<file path="src/hdl/adx_pkg.sv">
// Shared types, constants and header byte lookup for the ArtDmx packet framer.
`timescale 1ns / 1ps

package adx_pkg;

    localparam int BYTE_W      = 8;
    localparam int UNIV_W      = 15;
    localparam int LEN_W       = 10;
    localparam int MAX_PAYLOAD = 512;
    localparam int QUEUE_DEPTH = 2;

    typedef logic [4:0] step_t;

    // Byte positions within one packet; payload and pad positions follow the header.
    localparam step_t STEP_FIRST   = 5'd0;
    localparam step_t HDR_OP_LO    = 5'd8;
    localparam step_t HDR_OP_HI    = 5'd9;
    localparam step_t HDR_VER_HI   = 5'd10;
    localparam step_t HDR_VER_LO   = 5'd11;
    localparam step_t HDR_SEQ      = 5'd12;
    localparam step_t HDR_PHYS     = 5'd13;
    localparam step_t HDR_UNI_LO   = 5'd14;
    localparam step_t HDR_UNI_HI   = 5'd15;
    localparam step_t HDR_LEN_HI   = 5'd16;
    localparam step_t HDR_LEN_LO   = 5'd17;
    localparam step_t STEP_DATA    = 5'd18;
    localparam step_t STEP_PAD     = 5'd19;

    localparam logic [15:0] OPCODE_DMX  = 16'h5000;
    localparam logic [15:0] PROTO_VER   = 16'h000E;
    localparam logic [7:0]  SEQ_FIRST   = 8'h01;
    localparam logic [7:0]  SEQ_LAST    = 8'hFF;
    localparam logic [LEN_W-1:0] EMPTY_LEN = 10'd2;

    localparam logic [7:0] ID_BYTES [8] = '{
        8'h41, 8'h72, 8'h74, 8'h2D, 8'h4E, 8'h65, 8'h74, 8'h00
    };

    typedef struct packed {
        logic              first;
        logic              empty;
        logic              last;
        logic              pad;
        logic [7:0]        seq;
        logic [UNIV_W-1:0] universe;
        logic [LEN_W-1:0]  len;
        logic [BYTE_W-1:0] value;
    } cmd_t;

    function automatic logic [7:0] hdr_byte(
        input step_t             step,
        input logic [7:0]        seq,
        input logic [UNIV_W-1:0] universe,
        input logic [LEN_W-1:0]  len
    );
        logic [7:0] b;
        b = 8'h00;
        if (step < HDR_OP_LO)
        begin
            b = ID_BYTES[step[2:0]];
        end
        else
        begin
            unique case (step)
                HDR_OP_LO:  b = OPCODE_DMX[7:0];
                HDR_OP_HI:  b = OPCODE_DMX[15:8];
                HDR_VER_HI: b = PROTO_VER[15:8];
                HDR_VER_LO: b = PROTO_VER[7:0];
                HDR_SEQ:    b = seq;
                HDR_PHYS:   b = 8'h00;
                HDR_UNI_LO: b = universe[7:0];
                HDR_UNI_HI: b = {1'b0, universe[14:8]};
                HDR_LEN_HI: b = {6'b0, len[9:8]};
                HDR_LEN_LO: b = len[7:0];
                default:    b = 8'h00;
            endcase
        end
        return b;
    endfunction

endpackage

</file>
<file path="src/hdl/adx_ram.sv">
// Generic single-write, single-read RAM with registered read data.
`timescale 1ns / 1ps

module adx_ram #(
    parameter int WIDTH = 8,
    parameter int DEPTH = 4
) (
    input  logic                                   clk,
    input  logic                                   wr_en,
    input  logic [(DEPTH > 1 ? $clog2(DEPTH) : 1)-1:0] wr_addr,
    input  logic [WIDTH-1:0]                       wr_data,
    input  logic [(DEPTH > 1 ? $clog2(DEPTH) : 1)-1:0] rd_addr,
    output logic [WIDTH-1:0]                       rd_data
);

    logic [WIDTH-1:0] mem_reg [DEPTH];
    logic [WIDTH-1:0] rd_data_reg;

    always_ff @(posedge clk)
    begin
        if (wr_en)
        begin
            mem_reg[wr_addr] <= wr_data;
        end
        rd_data_reg <= mem_reg[rd_addr];
    end

    assign rd_data = rd_data_reg;

endmodule

</file>
<file path="src/hdl/adx_front.sv">
// Front end: accept items, classify them, pick and advance the sequence counter.
`timescale 1ns / 1ps

module adx_front #(
    parameter int NUM_SEQ_COUNTERS = 4
) (
    input  logic                         clk,
    input  logic                         rst_n,
    input  logic                         in_valid,
    output logic                         in_ready,
    input  logic [adx_pkg::UNIV_W-1:0]   universe,
    input  logic [adx_pkg::LEN_W-1:0]    payload_length,
    input  logic [adx_pkg::BYTE_W-1:0]   value,
    input  logic                         last_value,
    output logic                         cmd_valid,
    input  logic                         cmd_ready,
    output adx_pkg::cmd_t                cmd
);

    localparam int IDX_W       = (NUM_SEQ_COUNTERS > 1) ? $clog2(NUM_SEQ_COUNTERS) : 1;
    localparam int RECIP_SHIFT = 24;
    localparam int RECIP_W     = RECIP_SHIFT + 1;
    localparam int PROD_W      = adx_pkg::UNIV_W + RECIP_W;
    localparam logic [RECIP_W-1:0] RECIP =
        RECIP_W'((33'd1 << RECIP_SHIFT) / NUM_SEQ_COUNTERS);
    localparam logic [9:0] NUM_W = 10'(NUM_SEQ_COUNTERS);
    localparam logic [adx_pkg::LEN_W-1:0] MAX_LEN = adx_pkg::LEN_W'(adx_pkg::MAX_PAYLOAD);

    // Packet tracking at the input side
    logic in_pkt_reg, in_pkt_next;
    logic pad_reg, pad_next;

    logic                        accept;
    logic                        advance;
    logic [adx_pkg::LEN_W-1:0]   plen_sat;
    logic                        is_first, is_empty, pad_new;
    adx_pkg::cmd_t               a_in;
    logic [PROD_W-1:0]           prod;

    // Stage A: classified item and quotient estimate
    logic                        a_valid_reg;
    adx_pkg::cmd_t               a_cmd_reg;
    logic [adx_pkg::UNIV_W-1:0]  a_quot_reg;

    // Stage B: counter index
    logic                        b_valid_reg;
    adx_pkg::cmd_t               b_cmd_reg;
    logic [IDX_W-1:0]            b_idx_reg;
    logic [23:0]                 qn;
    logic [23:0]                 rem_wide;
    logic [9:0]                  rem;
    logic [9:0]                  rem_fix;

    // Stage C: counter read and update
    logic                        c_valid_reg;
    adx_pkg::cmd_t               c_cmd_reg;
    logic [IDX_W-1:0]            c_idx_reg;
    logic                        c_hit_reg;
    logic [7:0]                  c_hit_data_reg;

    logic [NUM_SEQ_COUNTERS-1:0] seq_vld_reg;
    logic [IDX_W-1:0]            rd_addr;
    logic [7:0]                  rd_data;
    logic                        wr_en;
    logic [7:0]                  seq_cur;
    logic [7:0]                  seq_upd;

    assign advance  = !c_valid_reg || cmd_ready;
    assign in_ready = advance;
    assign accept   = in_valid && advance;

    always_comb
    begin
        plen_sat = (payload_length > MAX_LEN) ? MAX_LEN : payload_length;
        is_first = !in_pkt_reg;
        is_empty = (plen_sat == '0);
        pad_new  = plen_sat[0];

        a_in          = '0;
        a_in.first    = is_first;
        a_in.empty    = is_first && is_empty;
        a_in.last     = last_value;
        a_in.pad      = is_first ? pad_new : pad_reg;
        a_in.universe = universe;
        a_in.len      = is_empty ? adx_pkg::EMPTY_LEN
                                 : plen_sat + adx_pkg::LEN_W'(pad_new);
        a_in.value    = value;

        in_pkt_next = in_pkt_reg;
        pad_next    = pad_reg;
        if (accept)
        begin
            pad_next = a_in.pad;
            if ((is_first && is_empty) || last_value)
            begin
                in_pkt_next = 1'b0;
            end
            else
            begin
                in_pkt_next = 1'b1;
            end
        end

        prod = PROD_W'(universe) * PROD_W'(RECIP);
    end

    // Remainder: the estimated quotient is exact or one short
    always_comb
    begin
        qn       = 24'(a_quot_reg) * 24'(NUM_W);
        rem_wide = 24'(a_cmd_reg.universe) - qn;
        rem      = rem_wide[9:0];
        rem_fix  = (rem >= NUM_W) ? rem - NUM_W : rem;
    end

    always_ff @(posedge clk or negedge rst_n)
    begin
        if (!rst_n)
        begin
            in_pkt_reg  <= 1'b0;
            pad_reg     <= 1'b0;
            a_valid_reg <= 1'b0;
            b_valid_reg <= 1'b0;
            c_valid_reg <= 1'b0;
            c_hit_reg   <= 1'b0;
            seq_vld_reg <= '0;
        end
        else
        begin
            in_pkt_reg <= in_pkt_next;
            pad_reg    <= pad_next;
            if (advance)
            begin
                a_valid_reg <= in_valid;
                b_valid_reg <= a_valid_reg;
                c_valid_reg <= b_valid_reg;
                c_hit_reg   <= wr_en && (c_idx_reg == b_idx_reg);
            end
            if (wr_en)
            begin
                seq_vld_reg[c_idx_reg] <= 1'b1;
            end
        end
    end

    always_ff @(posedge clk)
    begin
        if (advance)
        begin
            a_cmd_reg      <= a_in;
            a_quot_reg     <= prod[RECIP_SHIFT +: adx_pkg::UNIV_W];
            b_cmd_reg      <= a_cmd_reg;
            b_idx_reg      <= rem_fix[IDX_W-1:0];
            c_cmd_reg      <= b_cmd_reg;
            c_idx_reg      <= b_idx_reg;
            c_hit_data_reg <= seq_upd;
        end
    end

    // Hold the read address while stage C stalls so the read data stays current
    assign rd_addr = advance ? b_idx_reg : c_idx_reg;

    always_comb
    begin
        if (c_hit_reg)
        begin
            seq_cur = c_hit_data_reg;
        end
        else if (seq_vld_reg[c_idx_reg])
        begin
            seq_cur = rd_data;
        end
        else
        begin
            seq_cur = adx_pkg::SEQ_FIRST;
        end
        seq_upd = (seq_cur == adx_pkg::SEQ_LAST) ? adx_pkg::SEQ_FIRST : seq_cur + 8'd1;
        wr_en   = c_valid_reg && cmd_ready && c_cmd_reg.first;

        cmd     = c_cmd_reg;
        cmd.seq = seq_cur;
    end

    assign cmd_valid = c_valid_reg;

    adx_ram #(
        .WIDTH (8),
        .DEPTH (NUM_SEQ_COUNTERS)
    ) u_seq_ram (
        .clk     (clk),
        .wr_en   (wr_en),
        .wr_addr (c_idx_reg),
        .wr_data (seq_upd),
        .rd_addr (rd_addr),
        .rd_data (rd_data)
    );

endmodule

</file>
<file path="src/hdl/adx_fifo.sv">
// Short command queue between the front end and the byte sequencer.
`timescale 1ns / 1ps

module adx_fifo (
    input  logic          clk,
    input  logic          rst_n,
    input  logic          wr_valid,
    output logic          wr_ready,
    input  adx_pkg::cmd_t wr_cmd,
    output logic          rd_valid,
    input  logic          rd_ready,
    output adx_pkg::cmd_t rd_cmd
);

    localparam int PTR_W = (adx_pkg::QUEUE_DEPTH > 1) ? $clog2(adx_pkg::QUEUE_DEPTH) : 1;
    localparam int CNT_W = $clog2(adx_pkg::QUEUE_DEPTH + 1);

    adx_pkg::cmd_t    slot_reg [adx_pkg::QUEUE_DEPTH];
    logic [PTR_W-1:0] wr_ptr_reg, wr_ptr_next;
    logic [PTR_W-1:0] rd_ptr_reg, rd_ptr_next;
    logic [CNT_W-1:0] count_reg, count_next;
    logic             push, pop;

    assign wr_ready = (count_reg != CNT_W'(adx_pkg::QUEUE_DEPTH));
    assign rd_valid = (count_reg != '0);
    assign rd_cmd   = slot_reg[rd_ptr_reg];
    assign push     = wr_valid && wr_ready;
    assign pop      = rd_valid && rd_ready;

    always_comb
    begin
        wr_ptr_next = wr_ptr_reg;
        rd_ptr_next = rd_ptr_reg;
        if (push)
        begin
            wr_ptr_next = (wr_ptr_reg == PTR_W'(adx_pkg::QUEUE_DEPTH - 1)) ? '0
                                                                          : wr_ptr_reg + 1'b1;
        end
        if (pop)
        begin
            rd_ptr_next = (rd_ptr_reg == PTR_W'(adx_pkg::QUEUE_DEPTH - 1)) ? '0
                                                                          : rd_ptr_reg + 1'b1;
        end
        count_next = count_reg + CNT_W'(push) - CNT_W'(pop);
    end

    always_ff @(posedge clk or negedge rst_n)
    begin
        if (!rst_n)
        begin
            wr_ptr_reg <= '0;
            rd_ptr_reg <= '0;
            count_reg  <= '0;
        end
        else
        begin
            wr_ptr_reg <= wr_ptr_next;
            rd_ptr_reg <= rd_ptr_next;
            count_reg  <= count_next;
        end
    end

    always_ff @(posedge clk)
    begin
        if (push)
        begin
            slot_reg[wr_ptr_reg] <= wr_cmd;
        end
    end

endmodule

</file>
<file path="src/hdl/adx_back.sv">
// Back end: expand each command into packet bytes through an output register.
`timescale 1ns / 1ps

module adx_back (
    input  logic                       clk,
    input  logic                       rst_n,
    input  logic                       cmd_valid,
    output logic                       cmd_ready,
    input  adx_pkg::cmd_t              cmd,
    output logic                       out_valid,
    input  logic                       out_ready,
    output logic [adx_pkg::BYTE_W-1:0] packet_byte,
    output logic                       end_of_packet
);

    logic                       started_reg, started_next;
    adx_pkg::step_t             step_reg, step_next;
    logic                       out_valid_reg, out_valid_next;
    logic [adx_pkg::BYTE_W-1:0] byte_reg, byte_next;
    logic                       eop_reg, eop_next;

    adx_pkg::step_t             cur;
    logic                       load, fire, final_step;

    always_comb
    begin
        load = !out_valid_reg || out_ready;
        fire = cmd_valid && load;

        if (started_reg)
        begin
            cur = step_reg;
        end
        else
        begin
            cur = cmd.first ? adx_pkg::STEP_FIRST : adx_pkg::STEP_DATA;
        end

        final_step = (cur == adx_pkg::STEP_PAD) ||
                     ((cur == adx_pkg::STEP_DATA) && !cmd.empty && !(cmd.last && cmd.pad));

        if (cur < adx_pkg::STEP_DATA)
        begin
            byte_next = adx_pkg::hdr_byte(cur, cmd.seq, cmd.universe, cmd.len);
        end
        else if ((cur == adx_pkg::STEP_DATA) && !cmd.empty)
        begin
            byte_next = cmd.value;
        end
        else
        begin
            byte_next = '0;
        end

        eop_next = (cur == adx_pkg::STEP_PAD) ||
                   ((cur == adx_pkg::STEP_DATA) && !cmd.empty && cmd.last && !cmd.pad);

        started_next   = started_reg;
        step_next      = step_reg;
        out_valid_next = out_valid_reg;
        if (load)
        begin
            out_valid_next = cmd_valid;
        end
        if (fire)
        begin
            started_next = !final_step;
            step_next    = cur + 5'd1;
        end

        cmd_ready = fire && final_step;
    end

    always_ff @(posedge clk or negedge rst_n)
    begin
        if (!rst_n)
        begin
            started_reg   <= 1'b0;
            step_reg      <= adx_pkg::STEP_FIRST;
            out_valid_reg <= 1'b0;
        end
        else
        begin
            started_reg   <= started_next;
            step_reg      <= step_next;
            out_valid_reg <= out_valid_next;
        end
    end

    always_ff @(posedge clk)
    begin
        if (fire)
        begin
            byte_reg <= byte_next;
            eop_reg  <= eop_next;
        end
    end

    assign out_valid     = out_valid_reg;
    assign packet_byte   = byte_reg;
    assign end_of_packet = eop_reg;

endmodule

</file>
<file path="src/hdl/artdmx_packet_framer.sv">
// Top level of the ArtDmx packet framer: front end, command queue and byte sequencer.
`timescale 1ns / 1ps

// Channel  Handshake               Payload
// -------  ----------------------  -----------------------------------------------
// input    in_valid / in_ready     universe, payload_length, value, last_value
// output   out_valid / out_ready   packet_byte, end_of_packet
//
// Bytes: a payload byte gives one output byte; the first item of a packet gives 19
//   (18 header bytes plus its own), a closing pad byte one more, an empty packet 20.
//   Output at one byte per cycle while out_ready is high sets the sustained rate.
// Path: an item passes three front stages, the queue and the output register before
//   its first output byte is valid.
// Reset: clears all control state; counter entries read as one until first written,
//   so there is no clearing pass after reset.
// Stalls: the queue lets the front keep accepting while header bytes drain, and the
//   output register holds a finished byte while out_ready is low.

module artdmx_packet_framer #(
    parameter int NUM_SEQ_COUNTERS = 4
) (
    input  logic                       clk,
    input  logic                       rst_n,
    input  logic                       in_valid,
    output logic                       in_ready,
    input  logic [adx_pkg::UNIV_W-1:0] universe,
    input  logic [adx_pkg::LEN_W-1:0]  payload_length,
    input  logic [adx_pkg::BYTE_W-1:0] value,
    input  logic                       last_value,
    output logic                       out_valid,
    input  logic                       out_ready,
    output logic [adx_pkg::BYTE_W-1:0] packet_byte,
    output logic                       end_of_packet
);

    // Front to queue
    logic          fq_valid;
    logic          fq_ready;
    adx_pkg::cmd_t fq_cmd;

    // Queue to sequencer
    logic          qb_valid;
    logic          qb_ready;
    adx_pkg::cmd_t qb_cmd;

    // Classify items, saturate the length and pick the sequence number per packet
    adx_front #(
        .NUM_SEQ_COUNTERS (NUM_SEQ_COUNTERS)
    ) u_front (
        .clk            (clk),
        .rst_n          (rst_n),
        .in_valid       (in_valid),
        .in_ready       (in_ready),
        .universe       (universe),
        .payload_length (payload_length),
        .value          (value),
        .last_value     (last_value),
        .cmd_valid      (fq_valid),
        .cmd_ready      (fq_ready),
        .cmd            (fq_cmd)
    );

    // Decouple the front from header expansion
    adx_fifo u_fifo (
        .clk      (clk),
        .rst_n    (rst_n),
        .wr_valid (fq_valid),
        .wr_ready (fq_ready),
        .wr_cmd   (fq_cmd),
        .rd_valid (qb_valid),
        .rd_ready (qb_ready),
        .rd_cmd   (qb_cmd)
    );

    // Emit header, payload and pad bytes one transfer at a time
    adx_back u_back (
        .clk           (clk),
        .rst_n         (rst_n),
        .cmd_valid     (qb_valid),
        .cmd_ready     (qb_ready),
        .cmd           (qb_cmd),
        .out_valid     (out_valid),
        .out_ready     (out_ready),
        .packet_byte   (packet_byte),
        .end_of_packet (end_of_packet)
    );

endmodule
</file>
<file path="config.mk">
export PLATFORM = sky130hd
export DESIGN_NAME = artdmx_packet_framer
export DESIGN_NICKNAME = d
export VERILOG_FILES = /design/src/hdl/adx_pkg.sv /design/src/hdl/adx_ram.sv /design/src/hdl/adx_front.sv /design/src/hdl/adx_fifo.sv /design/src/hdl/adx_back.sv /design/src/hdl/artdmx_packet_framer.sv
export SDC_FILE = /design/constraint.sdc
export NUM_CORES = 1
export LEC_CHECK = 0
export BUFFER_PORTS_ARGS = -buffer_cell sky130_fd_sc_hd__buf_4
export CAP_MARGIN = 20
export CORE_MARGIN = 3
export CORE_UTILIZATION = 55
export CTS_CLUSTER_DIAMETER = 60
export DETAILED_ROUTE_END_ITERATION = 6
export GPL_ROUTABILITY_DRIVEN = 0
export GPL_TIMING_DRIVEN = 0
export PLACE_DENSITY = 0.73
export SKIP_CTS_REPAIR_TIMING = 1
export SLEW_MARGIN = 10
export SYNTH_ARGS = -nofsm -noshare
export SYNTH_HDL_FRONTEND = slang
export SYNTH_SLANG_ARGS = --single-unit
</file>
<file path="constraint.sdc">
create_clock -name clk -period 4.8 [get_ports clk]
set_clock_uncertainty 0.2 [all_clocks]
set_input_delay 0.72 -clock clk [delete_from_list [all_inputs] [get_ports clk]]
set_output_delay 0.72 -clock clk [all_outputs]
set_load 0.05 [all_outputs]
</file>
==> metrics <==
status finished, final reports clean; Pwr per Cell Area 745 mW/mm²; ys flop type edfxtp_1; R2R cell count 13; Nets 752; most frequent cells in the layout edfxtp_1 (245), mux2i_1 (55), buf_4 (52); Critical Path Max Stage Delay 370 ps; max reg flops 88; Peak VDD IR 370 µV; Synth Warn # 0; Routed WL per cell 18.3 µm; max-slew violations 0; PnR Total Power 9210 µW; WP data arrival 3560 ps; Via density 5.62; post-DP HPWL 12.2 mm; Max Root-Sink Buffers 3; crit path time final 3330 ps; Max FO, Critical Path 6; ANT cells 0; Overflow after GRT 0; Starting Density 56.4%; Hold Path Cell Cnt 1; floorplan row count 50; clock slew at reported path FFs 60 ps; Syn Inst Count 622; Synth Register Bits 276; share of post-route cells with drive strength above 1 22.4%; post-route ant nets 0; CTS tree built; htree depth 1; fmax 0.300 GHz; synth unique cells 74; WS Path Type reg2reg; syn nets 670; crit path cell chain buf_6 > mux2_2 > nor2_2 > or2_2 > ha_1 > and2_1 > a31oi_1 > nor3_2 > ha_1 > inv_1 > ha_1 > xnor2_1 > xnor2_1; most frequent CP cell ha_1; critical path's slowest cell nor3_2; most common cell after layout, fill and taps aside edfxtp_1; Worst Setup End Kind flop; synthesized cell area 0.0107 mm²; Post-Route WL 18.0 mm; hold path start universe[6]; Final Setup Violations 0; largest net degree at the start of global routing 59; Clock Latency Late Sink 510 ps; Post-route DRC 0; die width 145 µm; Tightest Pin Transition 858 ps; P_leak 0.00450 µW; Seq/Total Area, Yosys 75.8%; DR vias 5530; Slew HR 41.7%; root buffer cell clkbuf_16; first-pass GRT wire length 29.0 mm; Hold Path End u_front.a_cmd_reg[24]; number of global-route vias before repair 5548; Post-synth EDFFs 245; Die Y 145 µm; 1st-pass router iterations 7; total CTS buffers 27; Async S/R FF share, synth 7.61%; unrepaired setup endpoints after global routing false; die area 0.0211 mm²; worst hold slack 179 ps; worst hold path type in2reg; CP required 5030 ps; final period utilization 69.4%; DP Area 0.0115 mm²; mean post-synth cell area 17.1 µm²; initial antenna violation count 0; Filler Cells Inserted 1296; final hold violation count 0; design area 0.0124 mm²; CP Launch Type flop; I/O Pins 49; GRT Total Usage 17.1%; max-cap violations 0; Clock Sinks 276; R2R Path Start u_fifo.rd_ptr_reg; DRT iter0 DRCs 591; r2r setup slk 1470 ps; Core ar. 0.0189 mm²; setup TNS 0 ps; Core Util, Final 65.4%; number of port buffers 48; r2r endpoint u_fifo.count_reg[1]; Area Overhead vs Synth 15.9%
-- cells by family (layout without fill, tap and decap cells) --
group	after synthesis	count (layout)	synth area share, %
flip-flops	276	276	75.8
AND/OR/NAND/NOR	118	118	6.17
AO/OA/AOI/OAI	96	96	6.38
multiplexers	73	73	7.36
buffers and inverters	34	136	1.88
XOR/XNOR	15	15	1.23
adder cells (fa/ha/maj)	10	10	1.17
-- metrics by stage --
step / std cells / setup WS, ps
after floorplan: 622 / 1330
after global placement: 930 / 371
after detailed placement: 934 / 1540
after CTS: 983 / 1540
after global routing: 984 / 1300
final: 984 / 1470
-- worst max path at each step --
stage	to	startpoint	cells past startpoint	slack, ps
2_1_floorplan	u_fifo.slot_reg[0][0]	u_fifo.count_reg[1]	3	1330
3_3_place_gp	u_fifo.slot_reg[0][4]	u_fifo.count_reg[1]	3	370
3_5_place_dp	u_fifo.count_reg[1]	u_fifo.rd_ptr_reg	13	1540
4_1_cts	u_fifo.count_reg[1]	u_fifo.rd_ptr_reg	13	1540
5_1_grt	u_back.packet_byte[3]	u_fifo.rd_ptr_reg	13	1300
6_report	u_fifo.count_reg[1]	u_fifo.rd_ptr_reg	13	1470
-- Yosys cell counts, drive strengths merged, types with 11 or more instances --
cell / n / area [µm²]
nor2: 14 / 55.1
a21oi: 20 / 104
mux2: 14 / 161
inv: 16 / 60.1
buf: 17 / 136
nand2b: 11 / 68.8
o21ai: 23 / 134
nand3: 12 / 77.6
nand2: 36 / 135
dfrtp: 21 / 526
edfxtp: 245 / 7360
mux2i: 58 / 601
-- worst max-delay path: cells and delay by family, from the launching register on --
kind	cells	cell delay [ps]
AND/OR/NAND/NOR	4	1050
adder cells (fa/ha/maj)	3	770
multiplexers	1	360
flip-flops	1	340
XOR/XNOR	2	270
buffers and inverters	2	170
AO/OA/AOI/OAI	1	100
-- layout make-up --
type                       instances  area (µm²)  share of cell area, %
clock buffer                      30         697                   5.64
tap                              260         325                   2.63
timing repair buffer              53         465                   3.77
sequential                       276        8080                   65.4
multi-input combinational        312        2400                   19.5
inverter                          16        60.1                  0.486
clock inverter                    19         181                   1.47
buffer                            18         140                   1.13
-- metal layers --
metal  routed length, µm  up-vias  GRT usage, %
met5                   0        -             0
li1                    -     2571             -
met1                7770     2715          23.7
met3                1090       41          2.94
met2                8680      203          28.2
met4                 429        0          4.94
-- power by group --
| group | switching [µW] | internal (µW) | leakage, µW |
|---|---|---|---|
| Combinational | 1700 | 970 | 0.00132 |
| Clock | 834 | 1210 | 0.000428 |
| Sequential | 374 | 4130 | 0.00275 |
Note: power is estimated with default switching activity, not from simulation.
